$ cat config.mk
export PLATFORM = sky130hd
export DESIGN_NAME = rbpa_ctrl
export DESIGN_NICKNAME = d
export VERILOG_FILES = /design/src/rbpa_pkg.sv /design/src/rbpa_ctrl.sv
export SDC_FILE = /design/constraint.sdc
export NUM_CORES = 1
export LEC_CHECK = 0
export ABC_AREA = 0
export BUFFER_PORTS_ARGS = -buffer_cell sky130_fd_sc_hd__buf_2
export CAP_MARGIN = 20
export CELL_PAD_IN_SITES_DETAIL_PLACEMENT = 1
export CELL_PAD_IN_SITES_GLOBAL_PLACEMENT = 1
export CORE_MARGIN = 8
export CORE_UTILIZATION = 27
export CTS_CLUSTER_DIAMETER = 30
export DETAILED_ROUTE_END_ITERATION = 6
export GPL_ROUTABILITY_DRIVEN = 1
export GPL_TIMING_DRIVEN = 0
export PLACE_DENSITY_LB_ADDON = 0.1
export SYNTH_ARGS = -nofsm -noshare
export SYNTH_HDL_FRONTEND = slang
export SYNTH_SLANG_ARGS = --single-unit
$ cat constraint.sdc
create_clock -name clock -period 2.33 [get_ports clock]
set_input_delay 0.3495 -clock clock [delete_from_list [all_inputs] [get_ports clock]]
set_output_delay 0.3495 -clock clock [all_outputs]
set_load 0.05 [all_outputs]
$ cat src/rbpa_pkg.sv
// Shared constants, state encoding and control structs for the block pool allocator.
// No dependencies; imported by the controller, datapath, top level and testbench.
`default_nettype none
package rbpa_pkg;
   localparam int NUM_REGIONS   = 8;
   localparam int REGION_BLOCKS = 255;
   localparam int REG_W   = 3;               // region index
   localparam int PTR_W   = REG_W + 1;       // region pointer with empty marker
   localparam int BLK_W   = 8;               // block index
   localparam int FILL_W  = BLK_W + 1;       // lazy fill mark, up to 256
   localparam int STEP_W  = REG_W + 1;       // list walk step count
   localparam int ADDR_W  = REG_W + BLK_W;   // link memory address
   localparam int MEM_DEPTH = 1 << ADDR_W;
   localparam logic [PTR_W-1:0] NO_REGION = PTR_W'(NUM_REGIONS);

   typedef enum logic [2:0] {
      ST_IDLE,
      ST_FREE_CHK,
      ST_FILL,
      ST_PUSH,
      ST_SCAN,
      ST_POP_RD,
      ST_POP,
      ST_DONE
   } state_type;

   typedef struct packed {
      logic load;       // latch request, start list walk at head
      logic scan_step;  // follow next pointer
      logic take;       // current region has a free block
      logic activate;   // bring up lowest inactive region
      logic set_fail;   // allocate failed
      logic set_zero;   // ignored free
      logic pop_rd;     // read link of region head block
      logic pop;        // unlink head block
      logic fill_step;  // write one lazily filled link
      logic push;       // push freed block
      logic rsp_load;   // move pending result to output register
   } cmd_type;

   typedef struct packed {
      logic is_free;
      logic cur_end;
      logic cur_hit;
      logic can_activate;
      logic free_ok;
      logic need_fill;
      logic fill_last;
   } sts_type;
endpackage
`default_nettype wire

$ cat src/rbpa_ctrl.sv
// Controller state machine for the block pool allocator.
// Depends on rbpa_pkg; drives commands to rbpa_dp and the output handshake.
`default_nettype none
module rbpa_ctrl (
   input  wire logic              clock,
   input  wire logic              reset,
   input  wire logic              req_tvalid,
   output logic                   req_tready,
   output logic                   rsp_tvalid,
   input  wire logic              rsp_tready,
   input  wire rbpa_pkg::sts_type sts,
   output rbpa_pkg::cmd_type      cmd
);
   import rbpa_pkg::*;

   state_type state_ff, state_in;
   logic      rsp_valid_ff, rsp_valid_in;
   logic      accept;
   logic      slot_free;

   assign req_tready = (state_ff == ST_IDLE);
   assign accept     = req_tvalid && req_tready;
   assign slot_free  = !rsp_valid_ff || rsp_tready;
   assign rsp_tvalid = rsp_valid_ff;

   always_comb begin
      state_in = state_ff;
      unique case (state_ff)
         ST_IDLE: begin
            if (accept) state_in = sts.is_free ? ST_FREE_CHK : ST_SCAN;
         end
         ST_FREE_CHK: begin
            if (!sts.free_ok)       state_in = ST_DONE;
            else if (sts.need_fill) state_in = ST_FILL;
            else                    state_in = ST_PUSH;
         end
         ST_FILL: begin
            if (sts.fill_last) state_in = ST_DONE;
         end
         ST_PUSH: state_in = ST_DONE;
         ST_SCAN: begin
            if (sts.cur_end)      state_in = sts.can_activate ? ST_POP_RD : ST_DONE;
            else if (sts.cur_hit) state_in = ST_POP_RD;
         end
         ST_POP_RD: state_in = ST_POP;
         ST_POP:    state_in = ST_DONE;
         ST_DONE: begin
            if (slot_free) state_in = ST_IDLE;
         end
         default: state_in = ST_IDLE;
      endcase
   end

   always_comb begin
      cmd = '0;
      unique case (state_ff)
         ST_IDLE:     cmd.load = accept;
         ST_FREE_CHK: cmd.set_zero = !sts.free_ok;
         ST_FILL: begin
            cmd.fill_step = 1'b1;
            cmd.push      = sts.fill_last;
         end
         ST_PUSH: cmd.push = 1'b1;
         ST_SCAN: begin
            if (sts.cur_end) begin
               cmd.activate = sts.can_activate;
               cmd.set_fail = !sts.can_activate;
            end else if (sts.cur_hit) begin
               cmd.take = 1'b1;
            end else begin
               cmd.scan_step = 1'b1;
            end
         end
         ST_POP_RD: cmd.pop_rd = 1'b1;
         ST_POP:    cmd.pop = 1'b1;
         ST_DONE:   cmd.rsp_load = slot_free;
         default:   cmd = '0;
      endcase
   end

   always_comb begin
      rsp_valid_in = rsp_valid_ff;
      if (cmd.rsp_load)     rsp_valid_in = 1'b1;
      else if (rsp_tready)  rsp_valid_in = 1'b0;
   end

   always_ff @(posedge clock) begin
      if (reset) begin
         state_ff     <= ST_IDLE;
         rsp_valid_ff <= 1'b0;
      end else begin
         state_ff     <= state_in;
         rsp_valid_ff <= rsp_valid_in;
      end
   end
endmodule
`default_nettype wire

* Yosys cells after proc, flatten, opt, wreduce, memory -nomap -nowiden *
Cells that the tools add are included.

storage, ports and cells
  input port bits = 11
  register bits = 4
  output and inout bits = 13

cells by class
  mux-type cells = 24
  reduce and logical (&&, ||, !) cells = 9
  equality and inequality tests = 11

operator list
  cell                                                                   count
  3-bit two-way mux                                                      7
  3-bit one-hot mux with 7 select lines                                  1
  3-bit equality test, second input constant                             4
  1-bit two-way mux                                                      11
  3-bit by 2-bit equality test with 1-bit output, second input constant  2
  2-bit two-way mux                                                      3
  4-bit two-way mux                                                      1
  2-bit != test, second input constant                                   2
  4-bit AND reduction                                                    1
  3-bit by 1-bit equality test with 1-bit output, second input constant  1
  1-bit zero test                                                        3
  3-bit zero test                                                        1
  3-bit != test, second input constant                                   1
  2-bit by 1-bit != test with 1-bit output, second input constant        1
  1-bit one-hot mux with 2 select lines                                  1
  2-bit nonzero test                                                     1
  2-bit OR reduction                                                     1
  1-bit logical AND                                                      1
  1-bit logical OR                                                       1

* Longest topological paths before layout *
Gate-level depths: netlist of the first run.

  word-level depth = 4
  gate-level depth with buffers = 5
  depth with buffers taken out = 4

* Worst setup path after synthesis of the first run *
Ideal clock, no wire load.

  kind = flip-flop to output port
  start point = register state_ff[0]
  end point = output port cmd[5] (netlist name)
  arrival = 2.146 ns
  stages on the path, launching flop included = 3
  path slack = -0.166 ns
  required time = 1.980 ns
  path through = dfxtp_1 buf_2 nor4b_1

RTL lines
  element                 RTL line         text
  from (decl)             rbpa_ctrl.sv:16  state_type state_ff, state_in;
  from (signal assigned)  rbpa_ctrl.sv:92  state_ff <= state_in;
  to (decl)               rbpa_ctrl.sv:12  output rbpa_pkg::cmd_type cmd

==> results of run 1 <==
## registers in the layout, indices dropped and copies added, names as in the netlist
signal	cells
rsp_tvalid	1
state_ff	3
## cells in the final DEF (no fill, tap or decap)
cell type   n
nor2_1      3
a211oi_1    1
or3b_4      1
and3b_1     2
nor4b_2     1
o32ai_4     1
nand2b_1    2
nor3_1      2
nand2_1     2
clkbuf_4    3
nor3b_1     5
nand3b_1    1
o21ai_0     4
dfxtp_1     4
and2_1      2
a221oi_1    1
inv_1       2
buf_2      26
a311oi_1    1
nor2b_1     2
buf_4       1
nand3_1     1
nor3_2      1
a21oi_1     2
## worst paths after layout
kind	to	slack [ns]	depth (start not counted)	from
worst min register to register	rsp_tvalid	0.58	2	rsp_tvalid
worst min-delay path	rsp_tvalid	0.34	2	reset
worst max-delay path	cmd[0]	0.39	5	state_ff[1]
worst max register to register	state_ff[0]	1.03	4	state_ff[0]
## metal layers
layer / wire length (microns) / global-route usage / share of wire
met5: 0 / 0 / 0
met4: 0 / 0.03982 / 0
met3: 46 / 0.01709 / 0.043
met2: 550 / 0.1440 / 0.51
met1: 479 / 0.09501 / 0.45
## cell families (layout without fill, tap and decap cells)
family	count (synthesis)	count (layout)	share of synthesized area
compound gates	10	10	0.2349
buf+inv	6	32	0.08541
flops	4	4	0.2278
simple gates	25	25	0.4520
## per-stage QoR
step,hold slack [ns],setup WS [ns],cells
2_1_floorplan,0.4186,0.04607,45
3_3_place_gp,0.5693,0.6053,83
3_5_place_dp,0.5784,0.6101,83
4_1_cts,0.3337,0.3581,86
5_1_grt,0.3425,0.2188,86
6_report,0.3369,0.3887,86
## power by group through the flow
stage	Sequential (mW)	Combinational, mW	Clock [mW]
after floorplan	0.100	0.255	0
after global placement	0.104	0.325	0
after detailed placement	0.104	0.328	0
after CTS	0.103	0.328	0.0873
after global routing	0.105	0.351	0.0929
final	0.102	0.322	0.0847
## cell type report
| type | count | area share |
|---|---|---|
| plain buffers | 4 | 0.04337 |
| repair buffers | 23 | 0.2217 |
| inverters | 2 | 0.01446 |
| flip-flops and latches | 4 | 0.1542 |
| clock buffers | 3 | 0.04337 |
| multi-input cells | 35 | 0.4867 |
| well taps | 15 | 0.03614 |
==> results by group, run 1 <==
Yosys
  – Top_reg_cell synth: dfxtp_1
  – Post-Syn Area per Cell: 7.813 sq um
  – Flops & latches, synth: 4
  – Most common cell in the netlist: nor3b_1
  – Sequential area share after synthesis: 0.2278
  – Main area contributors after synthesis: dfxtp_1, nor3b_1, o32ai_4
  – Net Count, Synth: between 50 and 60
  – FFs w/ async S/R, synth: 0
  – Yosys top cell by area: dfxtp_1
  – Post-synth cell types: 22
  – Top post-synthesis cells by count: nor3b_1, dfxtp_1, o21ai_0
  – Yosys top cell area share: 0.2278
  – Post-Syn Area: around 350 sq um
  – EDFF count, synth: 0
  – Ys Warns: 0
  – Syn Inst Count: 45

Worst setup path
  – Crit path capture type: primary output
  – Critical path arrival: approximately 1.6 ns
  – Most frequent CP cell: buf_2
  – Crit-path cells: buf_2 -> nand3_1 -> nor2b_1 -> buf_4 -> buf_2
  – CP required: 1.98 ns
  – Worst path bufs/invs: 3
  – Critical path type: reg2out
  – Max FO, Critical Path: 10
  – Worst path slowest cell: dfxtp_1
  – Worst path max stage delay: 0.38 ns
  – CP top delay family: buffers and inverters
  – Startpoint class of the critical path: flip-flop

Power
  – Sw Ratio: 0.5263
  – Worst VDD drop: around 0.00033 V
  – Clock power frac: 0.166
  – NetSw: 0.2681 mW
  – Sequential fraction of design power: 0.201
  – Lkg Pwr: 0.2552 nW
  – P_int: 0.2413 mW
  – Pwr dens: approximately 1000 nW/um^2
  – Comb pwr share: 0.633
  – Total power: 0.5093 mW

CTS
  – Post-CTS Setup Repair Bufs: 0
  – CTS Buffer Depth: 2
  – Sink Count: 4
  – Num CTS Buffers: 3
  – Root buf cell: clkbuf_4
  – Hold Buf Count CTS: 0
  – H-tree Lvls: 1
  – Post-CTS sizing: 0
  – CTS tree: done
  – Reg clk slew, reported paths: 0.04 ns
  – Clock Latency Late Sink: about 0.23 ns

Routing
  – Residual DRC: 0
  – Detailed Routing Iterations Pass 1: 2
  – Drt first-iter violations: 3
  – Total routed wirelength: 1076 microns
  – Post-DR wirelength/cell: about 13 microns
  – Vias: 419
  – Post-DR vias/cell: 4.872
  – Final antenna-violating net count: 0

Global route
  – Vias in the first global route: roughly 430
  – Initial antenna violation count: 0
  – Largest net degree at the start of global routing: 11
  – First-pass GRT wire length: 1828 microns
  – Gr usage total: 0.08362
  – GRT overflow: 0

Floorplan
  – Core area: 1252 sq um
  – Initial Util: 0.2807
  – Die area: 2713 sq um
  – Die Wd: 52.09 microns
  – IO Pins: 24
  – Die Y: ~52 microns
  – Rows: 13

STA
  – Finish-stage setup viols: 0
  – Final period utilization: 0.8332
  – Fmax: 515.1 MHz
  – Period minus WS final: approximately 1.9 ns
  – Actual transition at the worst max-transition pin: 0.2494 ns
  – Post-Route Skew: roughly 0.0042 ns
  – Final hold vios: 0
  – Max transition margin: 0.8327
  – RSZ-0062 raised after global routing: no
  – Final setup TNS: 0 ns
  – Max Slew Vio Count: 0

Finish
  – Multi-input combinational cell area: 252.7 sq um
  – Finished Core Util: 0.4146
  – Layout area overhead: 47.69%
  – Antenna Diode Count: 0
  – Post-route cell area: about 520 sq um
  – Fillers: 162
  – Fin nets: 84
  – Register Area: 80.08 sq um
  – Share of layout cells above drive strength 1: 0.4789

Status
  – Outcome: finished clean

Placed design
  – Post-DP HPWL: 899.7 microns
  – GPL Wtd Cong: 0.7275
  – Number of port buffers: 23
  – Placed Area: 496.7 sq um

Worst hold path
  – HP Class: in2reg

Flow run
  – Max_cap viols: 0
Note: power is estimated with default switching activity, not from simulation.
==> run 2, diff against run 1 <==
--- a/config.mk
+++ b/config.mk
@@ -11,7 +11,7 @@
 export CELL_PAD_IN_SITES_DETAIL_PLACEMENT = 1
 export CELL_PAD_IN_SITES_GLOBAL_PLACEMENT = 1
 export CORE_MARGIN = 8
-export CORE_UTILIZATION = 27
+export CORE_UTILIZATION = 25
 export CTS_CLUSTER_DIAMETER = 30
 export DETAILED_ROUTE_END_ITERATION = 6
 export GPL_ROUTABILITY_DRIVEN = 1
==> constraint.sdc (replaced) <==
create_clock -name clock -period 1.85 [get_ports clock]
set_input_delay 0.2775 -clock clock [delete_from_list [all_inputs] [get_ports clock]]
set_output_delay 0.2775 -clock clock [all_outputs]
set_load 0.05 [all_outputs]
==> run 2 against run 1 <==
Net effect:
- largest power group unchanged
- power up 31%
- count of clock-buffer cells in the layout did not move
- combinational power grew 32%
==> results by group, run 2 (synthesized netlist as in run 1, its figures left out) <==
Floorplan
  – Initial Util: 0.2702 (-0.01053)
  – IO Pins: 24 (unchanged)
  – Die area: 2862 sq um (+5.5%)
  – Rows: 13 (unchanged)
  – Core area: 1301 sq um (+3.9%)
  – Die Wd: 53.50 microns (+2.7%)
  – Die Y: 53.50 microns (+2.7%)

STA
  – Setup WS post-layout: 0.04412 ns (-0.3446 ns)
  – Final setup TNS: 0 ns (unchanged)
  – Final hold slack: 0.2612 ns (-0.07572 ns)
  – Final period utilization: 0.9762
  – Post-Route Skew: 0.001936 ns (-0.002236 ns)
  – Max Slew Vio Count: 0 (unchanged)
  – RSZ-0062 raised after global routing: no
  – Finish-stage setup viols: 0 (unchanged)
  – Max transition margin: 0.8386 (+0.005911)
  – Final hold vios: 0 (unchanged)
  – Period minus WS final: 1.806 ns
  – Fmax: 553.7 MHz
  – Actual transition at the worst max-transition pin: 0.2404 ns (-0.008991 ns)

Worst setup path
  – Crit path capture type: primary output
  – CP top delay family: simple AND/OR/NAND/NOR gates
  – Reg2reg start: state_ff[2]
  – Crit-path cells: or3b_4 -> nor3b_1 -> buf_2
  – Worst path max stage delay: 0.44 ns (+0.06 ns)
  – Worst path slowest cell: or3b_4
  – CP required: 1.57 ns (-0.41 ns)
  – FF-to-FF path depth: 4 (unchanged)
  – Critical path arrival: 1.53 ns (-0.06 ns)
  – Critical Path Start: state_ff[2]
  – CP Depth: 3 (-2)
  – Worst path bufs/invs: 1 (-2)
  – Critical path type: reg2out
  – Startpoint class of the critical path: flip-flop
  – Max FO, Critical Path: 5 (-5)

Power
  – Worst VDD drop: 0.0005186 V (+57%)
  – Sequential fraction of design power: 0.198 (-0.003)
  – Lkg Pwr: 0.2604 nW (+2.0%)
  – Clock power frac: 0.164 (-0.002)
  – Pwr dens: 1227 nW/um^2 (+25%)
  – P_int: 0.3196 mW (+32%)
  – Sw Ratio: 0.5204 (-0.005908)
  – NetSw: 0.3468 mW (+29%)
  – Comb pwr share: 0.638 (+0.005)
  – Total power: 0.6664 mW (+31%)

CTS
  – Num CTS Buffers: 3 (unchanged)
  – Post-CTS sizing: 1 (+1)
  – Sink Count: 4 (unchanged)
  – Hold Buf Count CTS: 0 (unchanged)
  – CTS Buffer Depth: 2 (unchanged)
  – Clock Latency Late Sink: 0.23 ns (about the same)
  – Root buf cell: clkbuf_4
  – H-tree Lvls: 1 (unchanged)
  – Post-CTS Setup Repair Bufs: 0 (unchanged)
  – CTS tree: done
  – Reg clk slew, reported paths: 0.04 ns (about the same)

Routing
  – Post-DR vias/cell: 4.965 (+1.9%)
  – Post-DR wirelength/cell: 13.28 microns (+6.1%)
  – Detailed Routing Iterations Pass 1: 4 (+2)
  – Vias: 427 (+1.9%)
  – Drt first-iter violations: 8 (+5)
  – Final antenna-violating net count: 0 (unchanged)
  – Residual DRC: 0 (unchanged)
  – Total routed wirelength: 1142 microns (+6.1%)

Global route
  – Initial antenna violation count: 0 (unchanged)
  – Vias in the first global route: 435 (+0.46%)
  – First-pass GRT wire length: 1904 microns (+4.2%)
  – Largest net degree at the start of global routing: 11 (unchanged)
  – GRT overflow: 0 (unchanged)
  – Gr usage total: 0.08768 (+0.004061)

Worst hold path
  – HP Class: in2reg
  – Hold Path Stages: 2 (unchanged)
  – HP Start: reset

Status
  – Outcome: finished clean

Flow run
  – Max_cap viols: 0 (unchanged)

Finish
  – Reg with most FFs: state_ff
  – Finished Core Util: 0.4173 (+0.002723)
  – Commonest cells after routing, fill and taps aside: buf_2, clkbuf_4, buf_4, o21ai_0
  – Fin nets: 84 (unchanged)
  – Layout area overhead: 54.45%
  – Antenna Diode Count: 0 (unchanged)
  – Largest register FFs: 3 (unchanged)
  – Commonest non-fill, non-tap cell in the layout: buf_2
  – Post-route cell area: 543.0 sq um (+4.6%)
  – Fillers: 175 (+8.0%)
  – Non-Filler Instances: 86 (unchanged)
  – Share of layout cells above drive strength 1: 0.5211 (+0.04225)

Placed design
  – Dpl ws: 0.2096 ns (-0.4005 ns)
  – Placed Area: 506.7 sq um (+2.0%)
  – GPL Wtd Cong: 0.7347 (+0.99%)
  – Post-DP HPWL: 938.8 microns (+4.3%)
  – Number of port buffers: 23 (unchanged)
  – Cells after DPL: 83 (unchanged)
run 2: cell count changes in the layout (fill, tap and decap cells not counted):
cell / delta
nor3b_2: +2
buf_4: +3
dfxtp_1: -1
nor3b_1: -2
buf_2: -5
clkbuf_4: +2
dfxtp_2: +1
run 2: routing by layer:
| metal | track usage | wire (microns) | vias up |
|---|---|---|---|
| met5 | 0 | 0 | - |
| met3 | 0.03922 | 110 | 0 |
| li1 | - | - | 214 |
| met1 | 0.09360 | 471 | 197 |
| met2 | 0.1523 | 560 | 16 |
| met4 | 0.02521 | 0 | 0 |
run 2: power by group through the flow:
stage / Clock (mW) / Combinational (mW) / Sequential, mW
after CTS: 0.113 / 0.421 / 0.131
after floorplan: 0 / 0.328 / 0.126
after global routing: 0.123 / 0.458 / 0.136
after detailed placement: 0 / 0.420 / 0.131
after global placement: 0 / 0.417 / 0.134
final: 0.110 / 0.425 / 0.132
run 2: final cells by class:
cell class,instances,area [sq um],share of cell area
multi-input combinational,35,262.8,0.4839
inverter,2,7.507,0.01382
buffer,4,30.03,0.05530
timing repair buffer,23,120.1,0.2212
clock buffer,3,22.52,0.04147
sequential,4,81.33,0.1498
tap,15,18.77,0.03456
run 2: path summary, 6_finish.rpt:
path / slack, ns / to
worst max-delay path: 0.04 / cmd[8]
worst min-delay path: 0.26 / rsp_tvalid
worst max register to register: 0.54 / state_ff[0]
worst min register to register: 0.58 / rsp_tvalid
==> run 3, diff against run 2 <==
--- a/config.mk
+++ b/config.mk
@@ -17,6 +17,7 @@
 export GPL_ROUTABILITY_DRIVEN = 1
 export GPL_TIMING_DRIVEN = 0
 export PLACE_DENSITY_LB_ADDON = 0.1
+export REMOVE_ABC_BUFFERS = 1
 export SYNTH_ARGS = -nofsm -noshare
 export SYNTH_HDL_FRONTEND = slang
 export SYNTH_SLANG_ARGS = --single-unit
==> run 3 against run 2 <==
Net effect:
- non-clock buffer count decreased by 4
- combinational power decreased by 18%
- hold slack got worse by 0.0028 ns
- critical endpoint is now cmd[9]
- largest cell class unchanged
==> results by group, run 3 (synthesized netlist as in run 1, its figures left out) <==
Worst setup path
  – Reg2reg start: state_ff[2]
  – Worst path slowest cell: or3b_4
  – R2R Path End: state_ff[0]
  – Critical path arrival: 1.48 ns (-0.05 ns)
  – CP required: 1.57 ns (about the same)
  – Worst path bufs/invs: 1 (unchanged)
  – Max FO, Critical Path: 12 (+7)
  – Worst path max stage delay: 0.44 ns (about the same)
  – Crit path capture type: primary output
  – FF-to-FF path depth: 4 (unchanged)
  – Startpoint class of the critical path: flip-flop
  – Crit-path cells: or3b_4 -> nor3_1 -> buf_4
  – Critical path type: reg2out
  – R2r setup slk: 0.48 ns (-0.06 ns)
  – CP top delay family: simple AND/OR/NAND/NOR gates

Placed design
  – Post-DP HPWL: 878.9 microns (-6.4%)
  – Cells after DPL: 79 (-4.8%)
  – Number of port buffers: 23 (unchanged)
  – GPL Wtd Cong: 0.6309 (-14%)

Routing
  – Total routed wirelength: 1098 microns (-3.9%)
  – Drt first-iter violations: 5 (-3)
  – Post-DR wirelength/cell: 13.39 microns (+0.84%)
  – Vias: 413 (-3.3%)
  – Detailed Routing Iterations Pass 1: 3 (-1)
  – Post-DR vias/cell: 5.037 (+1.4%)
  – Final antenna-violating net count: 0 (unchanged)
  – Residual DRC: 0 (unchanged)

STA
  – Actual transition at the worst max-transition pin: 0.2924 ns (+0.05199 ns)
  – Final period utilization: 0.9504 (-0.02576)
  – Period minus WS final: 1.758 ns (-0.04765 ns)
  – Fmax: 568.8 MHz (+2.7%)
  – Post-Route Skew: 0.006533 ns (+0.004597 ns)
  – Finish-stage setup viols: 0 (unchanged)
  – Final hold vios: 0 (unchanged)
  – Max transition margin: 0.8036 (-0.03507)
  – Max Slew Vio Count: 0 (unchanged)
  – RSZ-0062 raised after global routing: no
  – Final hold slack: 0.2584 ns (-0.002789 ns)

Worst hold path
  – Hold EP: state_ff[2]
  – HP Start: reset
  – Hold Path Stages: 2 (unchanged)
  – HP Class: in2reg

Finish
  – Finished Core Util: 0.3913 (-0.02596)
  – Antenna Diode Count: 0 (unchanged)
  – Layout area overhead: 44.84%
  – Commonest cells after routing, fill and taps aside: buf_2, o21ai_0
  – Share of layout cells above drive strength 1: 0.4925 (-0.02859)
  – Non-Filler Instances: 82 (-4.7%)
  – Fin nets: 80 (-4.8%)
  – Commonest non-fill, non-tap cell in the layout: buf_2
  – Register Area: 86.33 sq um (+6.2%)
  – Multi-input combinational cell area: 251.5 sq um (-4.3%)
  – Largest register FFs: 3 (unchanged)
  – Fillers: 175 (unchanged)
  – Reg with most FFs: state_ff

Floorplan
  – Initial Util: 0.2702 (unchanged)
  – Die Y: 53.50 microns (unchanged)
  – Die area: 2862 sq um (unchanged)
  – Rows: 13 (unchanged)
  – Core area: 1301 sq um (unchanged)
  – IO Pins: 24 (unchanged)
  – Die Wd: 53.50 microns (unchanged)

CTS
  – Num CTS Buffers: 3 (unchanged)
  – Post-CTS Setup Repair Bufs: 0 (unchanged)
  – Reg clk slew, reported paths: 0.03 ns (about the same)
  – CTS Buffer Depth: 2 (unchanged)
  – CTS tree: done
  – Clock Latency Late Sink: 0.24 ns (about the same)
  – Sink Count: 4 (unchanged)
  – Root buf cell: clkbuf_4
  – H-tree Lvls: 1 (unchanged)

Status
  – Outcome: finished clean

Global route
  – GRT overflow: 0 (unchanged)
  – Vias in the first global route: 425 (-2.3%)
  – Gr usage total: 0.07714 (-0.01054)
  – Largest net degree at the start of global routing: 14 (+3)
  – First-pass GRT wire length: 1711 microns (-10%)
  – Initial antenna violation count: 0 (unchanged)

Power
  – Pwr dens: 1239 nW/um^2 (+0.94%)
  – Worst VDD drop: 0.0004348 V (-16%)
  – Lkg Pwr: 0.2364 nW (-9.2%)

Flow run
  – Max_cap viols: 0 (unchanged)
==> run 3: worst max-delay path by stage <==
stage	slack [ns]	endpoint	cells past startpoint	start
CTS	0.005	cmd[6]	3	state_ff[2]
global route	0.02	cmd[8]	3	state_ff[2]
finish	0.09	cmd[9]	3	state_ff[2]
detailed placement	0.09	cmd[6]	3	state_ff[2]
global placement	0.1	cmd[8]	3	state_ff[2]
floorplan	-0.58	cmd[10]	2	state_ff[0]
==> run 3: power breakdown <==
part / internal (mW) / total, mW / switching [mW]
registers: 0.114 / 0.173 / 0.0591
clock network: 0.0726 / 0.109 / 0.0361
logic: 0.111 / 0.349 / 0.239
total: 0.297 / 0.631 / 0.334
==> run 3: metal layers <==
metal,track usage,share of wire,vias to the layer above
met5,0,0,-
met4,0.02521,0,0
met3,0.03361,0.062,0
met2,0.1426,0.50,13
met1,0.07488,0.43,194
li1,-,-,206
==> run 3: repair_timing <==
action | CTS | global route
resized for setup | 6 | 3
hold buffers | 0 | 0
endpoints found under the setup margin | 4 | 4
==> run 3: worst register-to-register path, cell delays in order (launching register included) <==
cell and delay (ns):
dfxtp_4 0.40, or3b_4 0.44, o32ai_4 0.26, nand3b_1 0.10, o21ai_0 0.09
==> run 3: final cells by class <==
cell class,instances,area share
Timing Repair Buffer,23,0.2408
Multi-Input combinational cell,35,0.4939
Inverter,2,0.01474
Tap cell,15,0.03686
Clock buffer,3,0.04423
Sequential cell,4,0.1695
==> run 3: per-stage QoR <==
step | TNS (ns) | area, sq um | power, mW | setup WS, ns
2_1_floorplan | -3.007 | 329.1 | 0.4203 | -0.5757
6_report | 0 | 509.2 | 0.6308 | 0.09176
3_5_place_dp | 0 | 462.9 | 0.5127 | 0.08835
5_1_grt | 0 | 509.2 | 0.6746 | 0.02463
4_1_cts | 0 | 496.7 | 0.6339 | 0.004886
3_3_place_gp | 0 | 462.9 | 0.5133 | 0.09933
